**src/sv/cpt_fifo.sv**
```systemverilog
// small register-based fifo with occupancy count
// depends on nothing outside this file

module cpt_fifo #(
  parameter int DATA_W = 8,
  parameter int DEPTH  = 4
) (
  input  logic                       clk_i,
  input  logic                       rst_ni,
  input  logic                       wr_valid_i,
  input  logic [DATA_W-1:0]          wr_data_i,
  output logic                       full_o,
  input  logic                       rd_pop_i,
  output logic [DATA_W-1:0]          rd_data_o,
  output logic                       empty_o,
  output logic [$clog2(DEPTH):0]     count_o
);

  localparam int PW = $clog2(DEPTH);

  logic [DATA_W-1:0] mem_q [DEPTH];
  logic [PW:0]       wr_ptr_q, wr_ptr_d;
  logic [PW:0]       rd_ptr_q, rd_ptr_d;
  logic              wr_en, rd_en;

  // occupancy and flags
  assign count_o   = wr_ptr_q - rd_ptr_q;
  assign full_o    = (count_o == (PW + 1)'(DEPTH));
  assign empty_o   = (wr_ptr_q == rd_ptr_q);
  assign wr_en     = wr_valid_i & ~full_o;
  assign rd_en     = rd_pop_i & ~empty_o;
  assign rd_data_o = mem_q[rd_ptr_q[PW-1:0]];

  assign wr_ptr_d = wr_en ? wr_ptr_q + (PW + 1)'(1) : wr_ptr_q;
  assign rd_ptr_d = rd_en ? rd_ptr_q + (PW + 1)'(1) : rd_ptr_q;

  // pointers
  always_ff @(posedge clk_i or negedge rst_ni) begin
    if (!rst_ni) begin
      wr_ptr_q <= '0;
      rd_ptr_q <= '0;
    end else begin
      wr_ptr_q <= wr_ptr_d;
      rd_ptr_q <= rd_ptr_d;
    end
  end

  // storage
  always_ff @(posedge clk_i) begin
    if (wr_en) begin
      mem_q[wr_ptr_q[PW-1:0]] <= wr_data_i;
    end
  end

endmodule

```
**config.mk**
```make
export PLATFORM = sky130hd
export DESIGN_NAME = cpt_fifo
export DESIGN_NICKNAME = d
export VERILOG_FILES = /design/src/sv/cpt_fifo.sv
export SDC_FILE = /design/constraint.sdc
export NUM_CORES = 1
export LEC_CHECK = 0
export BUFFER_PORTS_ARGS = -buffer_cell sky130_fd_sc_hd__buf_2
export CAP_MARGIN = 40
export CORE_MARGIN = 4
export CORE_UTILIZATION = 25
export DETAILED_ROUTE_END_ITERATION = 16
export GPL_TIMING_DRIVEN = 0
export HOLD_SLACK_MARGIN = 0.12
export PLACE_DENSITY_LB_ADDON = 0.05
export SYNTH_ARGS = -nofsm -noshare
export SYNTH_HDL_FRONTEND = slang
export SYNTH_SLANG_ARGS = --single-unit
```
**constraint.sdc**
```tcl
create_clock -name clk_i -period 3.57 [get_ports clk_i]
set_input_delay 0.5355 -clock clk_i [delete_from_list [all_inputs] [get_ports clk_i]]
set_output_delay 0.5355 -clock clk_i [all_outputs]
set_load 0.1 [all_outputs]
```
==> flow_metrics.py <==
metrics = {
    "status": {
        "outcome": "finished clean",
    },
    "hold_path": {
        "min_path_type": "primary input to register",
        "hp-start": "wr_data_i[2]",
        "worstHoldPathCells": 1,
    },
    "sta": {
        "fin_setup_tns_ns": 0,
        "relSlewSlack_pct": 56.92,
        "timing.final.max_slew_violations": 0,
        "rsz0062_at_grt": "false",
        "fmax_ghz": 0.2971,
        "finalCritPeriodShare_pct": 94.27,
        "finClkSkew_ns": 0.01130,
        "fin_crit_ns": 3.366,
        "worst_slew_pin_slew_ns": 0.6461,
        "setup_violations": 0,
        "finalHoldViolCount": 0,
    },
    "global_route": {
        "grt.total_usage_pct": 8.655,
        "grt_pass1_wl_um": 4733,
        "antenna_found_initial": 0,
        "grt-ovfl-total": 0,
        "grt_max_degree": 13,
        "grt_pass1_vias": 866,
    },
    "setup_path": {
        "r2r_slack_ns": 0.75,
        "start_kind": "register",
        "crit_arrival_ns": 2.83,
        "reg2reg_to": "mem_q[1][5]",
        "crit_path_top_delay_cell": "buf_1",
        "cp-end-kind": "output pin",
        "cpPeakStageDelay_ns": 0.51,
        "r2r_start": "rd_ptr_q[1]",
        "r2r_cells": 6,
        "crit_end": "full_o",
        "crit_required_ns": 3.03,
        "crit_chain": "buf_1 > inv_1 > fa_1 > nor2b_1 > and2_2 > buf_2",
        "startpoint": "rd_ptr_q[1]",
        "crit_family": "buffers and inverters",
        "crit_cells": 6,
        "critPathMaxFanout": 10,
        "cp_num_buf_inv": 3,
        "critPathKind": "register to output pin",
    },
    "drt": {
        "routed_wl_um": 3049,
        "viasPerCell": 4.194,
        "avgRoutedWirePerCell_um": 15.56,
        "ant_nets": 0,
        "num_vias": 822,
        "firstDrtPassIters": 4,
        "drtIter0Drc": 12,
        "drc": 0,
    },
    "flow_run": {
        "drv_cap": 0,
    },
    "clocking": {
        "path_clk_slew_ns": 0.08,
        "cts_buffers": 5,
        "cts.htree.levels": 2,
        "clockBufferDepth": 2,
        "cts.sinks": 38,
        "cts_tree": "yes",
        "clock_latency_ns": 0.29,
        "post_cts_buffers": 0,
        "root_buffer": "clkbuf_8",
    },
    "logic_synthesis": {
        "synth-seq-cells": 38,
        "synth_area_mm2": 0.001625,
        "syn-instance-count": 86,
        "ys_types": 24,
        "synth.avg_cell_area_um2": 18.90,
        "synth_nets": 106,
        "ys_seq_area_share_pct": 68.36,
        "yosysWarningCount": 0,
    },
    "floorplanning": {
        "ios": 25,
        "die_x_um": 88.63,
        "core_mm2": 0.006314,
        "die_h_um": 88.63,
        "fp-row-count": 29,
        "die_area_mm2": 0.007855,
        "start_util_pct": 25.74,
    },
    "finish": {
        "nNetsFinal": 138,
        "diodes": 0,
        "final_cell_mix": "32 x edfxtp_1, 25 x buf_2, 8 x mux4_2",
        "layout_commonest_cell": "edfxtp_1",
        "final_area_mm2": 0.001961,
        "drive_gt1_share_pct": 40.34,
        "nFillCells": 650,
        "area_growth_pct": 20.63,
        "multi_input_area_um2": 479.2,
        "regArea_mm2": 0.001111,
    },
    "placed_design": {
        "gp_congestion": 0.6873,
        "hpwl_um": 2124,
        "io_buffer_count": 24,
        "dpl_cell_area_mm2": 0.001842,
    },
}
[timing repair]
action / CTS / global route
hold buffers: 1 / 0
endpoints found under the setup margin: 0 / 1
gates resized for setup: 0 / 1
endpoints found under the hold margin: 6 / 0
[Yosys cell counts (all sizes together)]
cell / number / area share, %
o211ai: 1 / 0.46
a21boi: 1 / 1.2
nand2: 4 / 0.92
inv: 5 / 1.2
o311ai: 1 / 0.54
and2: 5 / 2.2
xnor3: 1 / 1.5
o22ai: 1 / 0.39
nand4: 1 / 0.39
clkbuf: 1 / 0.23
o21ai: 1 / 0.31
dfrtp: 6 / 9.2
xor2: 2 / 1.1
fa: 1 / 1.2
buf: 2 / 0.77
nor2b: 1 / 0.39
ha: 7 / 5.4
mux2: 1 / 0.69
edfxtp: 32 / 59
xnor2: 3 / 1.6
nor2: 1 / 0.23
mux4: 8 / 11
[area by class of cell]
type	instances	share of cell area (%)
buffer	3	0.8296
clock buffer	5	3.510
clock inverter	3	2.042
inverter	5	0.9572
multi-input combinational	40	24.44
sequential	38	56.67
tap	77	4.914
timing repair buffer	25	6.637
[cells by family (layout without fill, tap and decap cells)]
group | after synthesis | after routing | share of synthesized area (%)
flops | 38 | 38 | 68.36
simple gates | 12 | 12 | 4.080
mux | 9 | 9 | 11.78
fa+ha+maj | 8 | 8 | 6.620
buf+inv | 8 | 41 | 2.155
xor+xnor | 6 | 6 | 4.157
compound gates | 5 | 5 | 2.849
[worst min path at each step]
stage,end,slack [ns]
floorplan,rd_ptr_q[0],0.24
global placement,wr_ptr_q[1],0.38
detailed placement,wr_ptr_q[1],0.38
CTS,mem_q[3][1],0.46
global route,mem_q[0][2],0.46
finish,mem_q[0][2],0.47
[flip-flops by register name, indices dropped and copies added, names as in the netlist]
register,count
mem_q,32
rd_ptr_q,3
wr_ptr_q,3
[metal layers]
| layer | vias up | share of wire, % | track usage [%] | routed length (um) |
|---|---|---|---|---|
| li1 | 389 | - | - | - |
| met1 | 416 | 44 | 11.11 | 1350 |
| met2 | 15 | 51 | 13.29 | 1555 |
| met3 | 2 | 4.5 | 3.259 | 137 |
| met4 | 0 | 0.20 | 3.297 | 6 |
| met5 | - | 0 | 0 | 0 |
[stage by stage]
stage	worst slack, ns	instances	utilization (%)	hold WS [ns]
floorplan	0.3977	86	-	0.2399
global placement	0.4914	187	29.17	0.3768
detailed placement	0.4650	187	29.17	0.3802
CTS	0.1325	196	31.05	0.4553
global route	0.0008322	196	31.05	0.4555
finish	0.2044	196	31.05	0.4655
Power is not shown: default switching activity piles up to over one toggle a cycle in this logic, so the estimate is an artifact.
