--- src/sv/cpt_pkg.sv ---
// shared constants and elaboration-time helpers for the clarke/park transform
// depends on nothing; imported by the top level, the front end, the back end and the sine rom

package cpt_pkg;

  // queue depths between the parts of the block
  localparam int CMD_FIFO_DEPTH = 4;
  localparam int RES_FIFO_DEPTH = 8;

  // q15 coefficients
  localparam logic signed [15:0] INV_SQRT3_Q15  = 16'sd18919;
  localparam logic signed [15:0] SQRT3_HALF_Q15 = 16'sd28378;
  localparam int                 Q15_HALF       = 16384;
  localparam int                 Q15_SHIFT      = 15;
  localparam int                 NEG_HALF_SHIFT = 14;

  // sine amplitude and pi/2 in q60 used to build the quarter-wave rom
  localparam longint unsigned SINE_AMPL   = 64'd32767;
  localparam longint unsigned HALF_PI_Q60 = 64'h1921FB54442D1847;
  localparam int              TRIG_W      = 16;
  localparam int              MAG_W       = 15;

  // (a*b) >> 60 for operands below 2^62
  function automatic longint unsigned mul_q60(input longint unsigned a,
                                              input longint unsigned b);
    longint unsigned ah, al, bh, bl, mid;
    ah  = a >> 32;
    al  = a & 64'hFFFF_FFFF;
    bh  = b >> 32;
    bl  = b & 64'hFFFF_FFFF;
    mid = ah * bl + al * bh + ((al * bl) >> 32);
    return ((ah * bh) << 4) + (mid >> 28);
  endfunction

  // restoring shift-subtract quotient of two 64-bit values
  function automatic longint unsigned div_u64(input longint unsigned num,
                                              input longint unsigned den);
    longint unsigned quo, rem;
    quo = '0;
    rem = '0;
    for (int i = 63; i >= 0; i--) begin
      rem = {rem[62:0], num[i]};
      if (rem >= den) begin
        rem    = rem - den;
        quo[i] = 1'b1;
      end
    end
    return quo;
  endfunction

  // taylor series sine of a q60 angle in [0, pi/2]
  function automatic longint unsigned sin_q60(input longint unsigned x);
    longint unsigned x2, term, sum, dv;
    x2   = mul_q60(x, x);
    term = x;
    sum  = x;
    for (int n = 1; n < 40; n++) begin
      if (term != 64'd0) begin
        dv   = longint'(2 * n) * longint'(2 * n + 1);
        term = div_u64(mul_q60(term, x2), dv);
        if (n[0] == 1'b1) begin
          sum = sum - term;
        end else begin
          sum = sum + term;
        end
      end
    end
    return sum;
  endfunction

  // one rom entry: round(32767 * sin(pi/2 * k / 2^tb))
  function automatic logic [MAG_W-1:0] sine_value(input int unsigned k,
                                                  input int unsigned tb);
    longint unsigned step, s, v;
    step = HALF_PI_Q60 >> tb;
    s    = sin_q60(step * longint'(k));
    v    = ((s >> 20) * SINE_AMPL + (64'd1 << 39)) >> 40;
    if (v > SINE_AMPL) begin
      v = SINE_AMPL;
    end
    return v[MAG_W-1:0];
  endfunction

endpackage

--- src/sv/cpt_front.sv ---
// front end: takes transactions, derives the full-turn table index and the
// clarke pre-sum, and hands a packed command to the command queue; uses cpt_pkg

module cpt_front #(
  parameter int W  = 16,
  parameter int AW = 16,
  parameter int TB = 10
) (
  input  logic                       clk_i,
  input  logic                       rst_ni,
  input  logic                       push_i,
  output logic                       full_o,
  input  logic                       mode_i,
  input  logic [AW-1:0]              angle_i,
  input  logic signed [W-1:0]        in_first_i,
  input  logic signed [W-1:0]        in_second_i,
  output logic                       cmd_valid_o,
  output logic [3*W+TB+4:0]          cmd_data_o,
  input  logic                       cmd_full_i
);

  import cpt_pkg::*;

  localparam int FW = TB + 2;
  localparam int CW = 3 * W + TB + 5;

  logic                 valid_q, valid_d;
  logic [CW-1:0]        cmd_q;
  logic [FW-1:0]        f_idx;
  logic signed [W+1:0]  csum;
  logic                 accept;

  // full-turn index: top bits of the angle, zero padded when narrower
  if (AW >= FW) begin : g_angle_cut
    assign f_idx = angle_i[AW-1 -: FW];
  end else begin : g_angle_pad
    assign f_idx = {angle_i, {(FW - AW){1'b0}}};
  end

  // a + 2b for the reduced clarke transform
  assign csum = (W + 2)'(in_first_i) + ((W + 2)'(in_second_i) <<< 1);

  // a held command blocks only while the queue is full
  assign full_o      = valid_q & cmd_full_i;
  assign accept      = push_i & ~full_o;
  assign cmd_valid_o = valid_q;
  assign cmd_data_o  = cmd_q;

  always_comb begin
    valid_d = valid_q;
    if (accept) begin
      valid_d = 1'b1;
    end else if (!cmd_full_i) begin
      valid_d = 1'b0;
    end
  end

  always_ff @(posedge clk_i or negedge rst_ni) begin
    if (!rst_ni) begin
      valid_q <= 1'b0;
    end else begin
      valid_q <= valid_d;
    end
  end

  always_ff @(posedge clk_i) begin
    if (accept) begin
      cmd_q <= {mode_i, f_idx, in_first_i, in_second_i, csum};
    end
  end

endmodule

--- config.mk ---
export PLATFORM = sky130hd
export DESIGN_NAME = cpt_front
export DESIGN_NICKNAME = d
export VERILOG_FILES = /design/src/sv/cpt_pkg.sv /design/src/sv/cpt_front.sv
export SDC_FILE = /design/constraint.sdc
export NUM_CORES = 1
export LEC_CHECK = 0
export BUFFER_PORTS_ARGS = -buffer_cell sky130_fd_sc_hd__buf_2
export CAP_MARGIN = 30
export CORE_ASPECT_RATIO = 0.8
export CORE_UTILIZATION = 51
export CTS_BUF_LIST = sky130_fd_sc_hd__clkbuf_16
export DETAILED_ROUTE_END_ITERATION = 6
export PLACE_DENSITY = 0.89
export SYNTH_ARGS = -nofsm -noshare
export SYNTH_HDL_FRONTEND = slang
export SYNTH_SLANG_ARGS = --single-unit
export TNS_END_PERCENT = 1
--- constraint.sdc ---
create_clock -name clk_i -period 10.7 [get_ports clk_i]
set_clock_uncertainty 0.05 [all_clocks]
set_input_delay 1.07 -clock clk_i [delete_from_list [all_inputs] [get_ports clk_i]]
set_output_delay 1.07 -clock clk_i [all_outputs]
set_load 0.02 [all_outputs]
==> results of run 1 <==
==> placed cells by master (no fill, tap or decap), types with 2 or more instances in the layout <==
cell | netlist | layout
a21oi_1 | 12 | 12
xnor2_1 | 7 | 7
xor2_1 | 5 | 5
o21ai_0 | 3 | 3
a21o_1 | 6 | 6
and3_1 | 2 | 2
nand2_1 | 8 | 8
o211ai_2 | 3 | 3
edfxtp_1 | 62 | 62
buf_2 | 0 | 113
ha_1 | 16 | 16
inv_1 | 5 | 6
nand4b_1 | 3 | 3
o21ai_1 | 2 | 2
clkbuf_16 | 0 | 9
bufinv_16 | 0 | 2
clkinv_1 | 0 | 3
nor2_1 | 3 | 3
==> cells in the mapped netlist, drive strengths merged <==
| library cell | count | area [sq um] |
|---|---|---|
| o21ai | 5 | 25.0 |
| a21o | 6 | 45.0 |
| and2 | 1 | 6.26 |
| or2 | 1 | 6.26 |
| xnor2 | 7 | 61.3 |
| a31o | 1 | 8.76 |
| o21ba | 1 | 10.0 |
| ha | 16 | 200 |
| a221oi | 1 | 15.0 |
| buf | 1 | 7.51 |
| nor2b | 1 | 6.26 |
| a21oi | 12 | 60.1 |
| o311ai | 1 | 8.76 |
| nand4 | 1 | 6.26 |
| fa | 1 | 20.0 |
| nor2 | 3 | 11.3 |
| inv | 5 | 18.8 |
| and3 | 2 | 12.5 |
| o22ai | 1 | 12.5 |
| nand3 | 1 | 5.00 |
| dfrtp | 1 | 25.0 |
| nand2b | 1 | 6.26 |
| mux2i | 1 | 10.0 |
| nor3 | 2 | 15.0 |
| o21bai | 1 | 7.51 |
| a211oi | 2 | 20.0 |
| o221ai | 1 | 8.76 |
| nand2 | 8 | 30.0 |
| o211ai | 4 | 45.1 |
| edfxtp | 62 | 1860 |
| xor2 | 5 | 43.8 |
| a31oi | 1 | 21.3 |
| nand4b | 4 | 41.3 |
| a211o | 1 | 8.76 |
==> power breakdown <==
group	internal [mW]	leakage (nW)	switching (mW)
combinational	0.0405	0.836	0.0667
sequential	0.295	0.601	0.00389
clock	0.200	0.153	0.0939
total	0.535	1.59	0.164
==> how the worst min path moves through the flow <==
stage | start | endpoint | cells past startpoint
after CTS | rst_ni | cmd_valid_o | 1
after floorplan | rst_ni | cmd_valid_o | 0
after global routing | rst_ni | cmd_valid_o | 1
final | rst_ni | cmd_valid_o | 1
after global placement | cmd_valid_o | cmd_valid_o | 2
after detailed placement | cmd_valid_o | cmd_valid_o | 2
==> stage by stage <==
step	power (mW)	hold slack [ps]	util [%]	std cells
2_1_floorplan	0.374	724	-	162
3_3_place_gp	0.405	627	66.4	337
3_5_place_dp	0.410	667	66.4	337
4_1_cts	0.706	458	72.4	353
5_1_grt	0.725	452	72.4	353
6_report	0.699	466	72.4	353
==> state kept, by name, summed over array words and instances (netlist names) <==
register / flops
cmd_valid_o: 1
cmd_data_o: 62
==> cell families after synthesis <==
family                     Yosys count  share of synthesized area (%)
muxes                                1                          0.372
AOI/OAI and AO/OA                   38                           11.0
DFF                                 63                           70.1
xor gates and xnor gates            12                           3.91
buffers and inverters                6                          0.976
adders and majority gates           17                           8.18
and+or+nand+nor                     25                           5.44
==> cell type report <==
type / instances / area [sq um]
Sequential cell: 63 / 1890
Fill cell: 338 / 1390
Multi-Input combinational cell: 93 / 786
Timing Repair Buffer: 114 / 573
Clock buffer: 9 / 225
Clock inverter: 7 / 80.1
Tap cell: 62 / 77.6
Inverter: 5 / 18.8
==> per-layer routing <==
layer,up-vias,wire length [microns]
met5,-,0
met4,0,81
met3,9,571
met2,97,2560
met1,883,2140
li1,891,-
==> worst reg2reg max path, cell delays in order (launching register included) <==
cell	delay, ps
dfrtp_1	370
and2_1	190
nor2b_4	640
buf_4	520
==> impl_metrics.toml, run 1 <==
[status]
status = "finished clean"

[place]
placed_area_sq_um = 3340
dp_worst_setup_slack_ps = 7460
gp_congestion = 0.764
dp_hpwl_microns = 3940
portBuffers = 113

[sta]
tightest_slew_ps = 785
min_period_ps = 2890
setup_tns_ps = 0
rsz0062_at_grt = "false"
setup_slack_ps = 7810
final-setup-viol-count = 0
slew_viol_final = 0
hold_viol = 0
slew_headroom_pct = 47.5
fin_crit_sh_pct = 27.0
fmax_ghz = 0.346

[route]
wirelength_microns = 5350
firstDrtPassIters = 4
avgRoutedWirePerCell_microns = 15.2
drtIter0Drc = 123
drc = 0
viasPerCell = 5.33
vias = 1880
antenna_left = 0

[yosys]
syn_nets = 232
yosysWarnings = 0
avgSynthCellArea_sq_um = 16.6
ys_seq_area_share_pct = 70.1
syn_area_sq_um = 2690
synth_cell_types = 39
ys_ff_latch = 63
netlist_instances = 162

[clock_network]
clock_path_buffers = 2
cts_inserted_buffers = 9
clock_latency_ps = 320
post-cts-setup-buffers = 0
clock_sinks = 63
cts_tree = "yes"
root_buffer = "clkbuf_16"
hold_buffers = 0
cts-resized-gates = 0
htreeDepth = 3
clkTransAtPathRegs_ps = 50

[global_routing]
grt_max_degree = 35
grt_util_met3_pct = 10.3
grt_use_total_pct = 19.8
grt_overflow = 0
use_met1_pct = 21.7
antenna_found_initial = 0
grt_pass1_vias = 1780
grt_pass1_wl_microns = 8180
use_met2_pct = 33.3
grt-busiest-layer = "met2"

[cells_and_area]
n_antenna_cell = 0
drive_above_1_share_pct = 47.4
fin_area_sq_um = 3650
synthToLayoutAreaGrowth_pct = 35.5
nets = 356

[power_and_ir_drop]
power.density_nw_per_um2 = 192
peakVddDrop_mv = 0.149
p_leak_nw = 1.59

[setup_path]
end_kind = "flip-flop"
crit_family = "adder cells"
crit_path_end = "cmd_data_o[13]"
crit_type = "input port to flip-flop"
r2r_cells = 3
crit_cells = 8
worstPathArrival_ps = 2900
ff2ff_setup_slack_ps = 8570
reg2reg_to = "cmd_data_o[59]"
rr_startpoint = "cmd_valid_o"
critical_path.startpoint = "in_first_i[1]"
cp_slowest_stage_delay_ps = 440
cp_max_fo = 4
worst-path-buf-inv = 1
cp_cell_sequence = "buf_2, ha_1, fa_1, a21o_1, a221oi_2, nand4b_2, nand2_1, xor2_1"
critPathLaunchType = "input port"
cp_slowest_cell = "fa_1"
required_ps = 10710

[floorplanning]
start_util_pct = 53.4
num_rows = 23
die_y_microns = 67.0
die_area_sq_um = 5570
core_sq_um = 5040
die_x_microns = 83.2
io_pins = 118

[flow_run]
maxCapViolations = 0

[hold_path]
min_path_type = "input port to asynchronous set/reset pin"
Power figures use the tool's default switching activity.
==> inputs of run 2 (changes only) <==
--- a/config.mk
+++ b/config.mk
@@ -8,10 +8,10 @@
 export BUFFER_PORTS_ARGS = -buffer_cell sky130_fd_sc_hd__buf_2
 export CAP_MARGIN = 30
 export CORE_ASPECT_RATIO = 0.8
-export CORE_UTILIZATION = 51
+export CORE_UTILIZATION = 42
 export CTS_BUF_LIST = sky130_fd_sc_hd__clkbuf_16
 export DETAILED_ROUTE_END_ITERATION = 6
-export PLACE_DENSITY = 0.89
+export PLACE_DENSITY = 0.79
 export SYNTH_ARGS = -nofsm -noshare
 export SYNTH_HDL_FRONTEND = slang
 export SYNTH_SLANG_ARGS = --single-unit
==> constraint.sdc (replaced) <==
create_clock -name clk_i -period 2.65 [get_ports clk_i]
set_clock_uncertainty 0.05 [all_clocks]
set_input_delay 0.265 -clock clk_i [delete_from_list [all_inputs] [get_ports clk_i]]
set_output_delay 0.265 -clock clk_i [all_outputs]
set_load 0.02 [all_outputs]
==> impl_metrics.toml, run 2 (synthesis results as in run 1) <==
[clock_network]
hold_buffers = 1
cts-resized-gates = 0
clock_sinks = 63
htreeDepth = 3
clock_path_buffers = 2
clkTransAtPathRegs_ps = 60
cts_tree = "yes"
root_buffer = "clkbuf_16"
cts_inserted_buffers = 9
clock_latency_ps = 320
post-cts-setup-buffers = 0

[cells_and_area]
layout_commonest_cell = "buf_2"
synthToLayoutAreaGrowth_pct = 38.1
fill_cells = 499
final_cell_mix = "113 x buf_2, 62 x edfxtp_1, 16 x ha_1"
utilization_pct = 61.6
n_antenna_cell = 0
nets = 357
largest_register_ffs = 62
drive_above_1_share_pct = 48.6
layoutNonFillerInstCount = 373

[sta]
rsz0062_at_grt = "false"
final-setup-viol-count = 0
setup_tns_ps = 0
fin_crit_sh_pct = 75.9
slew_viol_final = 0
setup_slack_ps = 639
tightest_slew_ps = 322
min_period_ps = 2010
fmax_ghz = 0.497
hold_viol = 0
slew_headroom_pct = 78.5

[place]
gp_congestion = 0.732
portBuffers = 113
dp_worst_setup_slack_ps = 293
dpl.cell_count = 356
dp_hpwl_microns = 3830

[global_routing]
grt_max_degree = 63
grt_pass1_wl_microns = 8060
grt_overflow = 0
grt_pass1_vias = 1706
grt_use_total_pct = 16.2
antenna_found_initial = 0

[route]
wl_met1_microns = 2300
wirelength_microns = 5220
avgRoutedWirePerCell_microns = 14.0
dr_wl_met2_microns = 2470
vias = 1819
drtIter0Drc = 40
dr.max_layer_used = "met4"
drc = 0
firstDrtPassIters = 4
antenna_left = 0
viasPerCell = 4.88
met3WireLength_microns = 386

[setup_path]
required_ps = 2670
cp_slowest_stage_delay_ps = 420
cp_slowest_cell = "fa_1"
critical_path.startpoint = "in_first_i[1]"
crit_family = "adder cells"
cp_max_fo = 4
rr_startpoint = "cmd_valid_o"
end_kind = "flip-flop"
critPathLaunchType = "input port"
worstPathArrival_ps = 2030
cp_cell_sequence = "buf_2, ha_1, fa_1, a21o_1, a221oi_2, nand4b_2, nand2_1, xor2_1"
worst-path-buf-inv = 1
crit_type = "input port to flip-flop"

[floorplanning]
die_x_microns = 91.5
num_rows = 25
die_area_sq_um = 6730
die_y_microns = 73.6
core_sq_um = 6040
io_pins = 118
start_util_pct = 44.6

[power_and_ir_drop]
peakVddDrop_mv = 0.452
p_leak_nw = 1.60
power.density_nw_per_um2 = 780
power_mw = 2.90

[status]
status = "finished clean"

[flow_run]
maxCapViolations = 0

[hold_path]
min_path_type = "input port to flip-flop"
hp-start = "angle_i[6]"
## run 2: changes by cell type in the layout (fill, tap and decap cells not counted), sizes merged
cell         delta
dlygate4sd3     +1
clkinvlp        +1
clkinv          -3
inv             +2
## run 2: per-layer routing
layer,track usage (%),vias up
met4,7.41,0
met5,0,-
met1,19.5,846
met3,6.42,9
met2,26.1,69
li1,-,895
## run 2: worst paths after layout
check	endpoint	slack (ps)	cells after the start
max	cmd_data_o[13]	640	8
min	cmd_data_o[52]	60	1
max reg2reg	cmd_data_o[20]	1250	3
min reg2reg	cmd_valid_o	670	2
max in group asynchronous	cmd_valid_o	2240	2
min in group asynchronous	cmd_valid_o	220	2
## run 2: final cells by class
class | count | area [sq um] | area share [%]
flip-flops and latches | 63 | 1890 | 50.8
inverters | 5 | 18.8 | 0.505
repair buffers | 115 | 596 | 16.0
clock inverters | 7 | 103 | 2.76
multi-input cells | 93 | 786 | 21.1
well taps | 81 | 101 | 2.73
clock buffers | 9 | 225 | 6.06
## run 2: power by group
part	leakage (nW)	internal, mW	total, mW	switching [mW]
sequential	0.601	1.19	1.20	0.0144
clock	0.157	0.833	1.26	0.431
combinational	0.845	0.167	0.433	0.266
total	1.60	2.19	2.90	0.711
## run 2: through the flow
| step | hold WS [ps] | area (sq um) |
|---|---|---|
| 6_report | 63.9 | 3720 |
| 3_5_place_dp | -3.46 | 3380 |
| 5_1_grt | 52.9 | 3720 |
| 3_3_place_gp | -9.91 | 3380 |
| 4_1_cts | 56.0 | 3720 |
| 2_1_floorplan | -80.6 | 2700 |
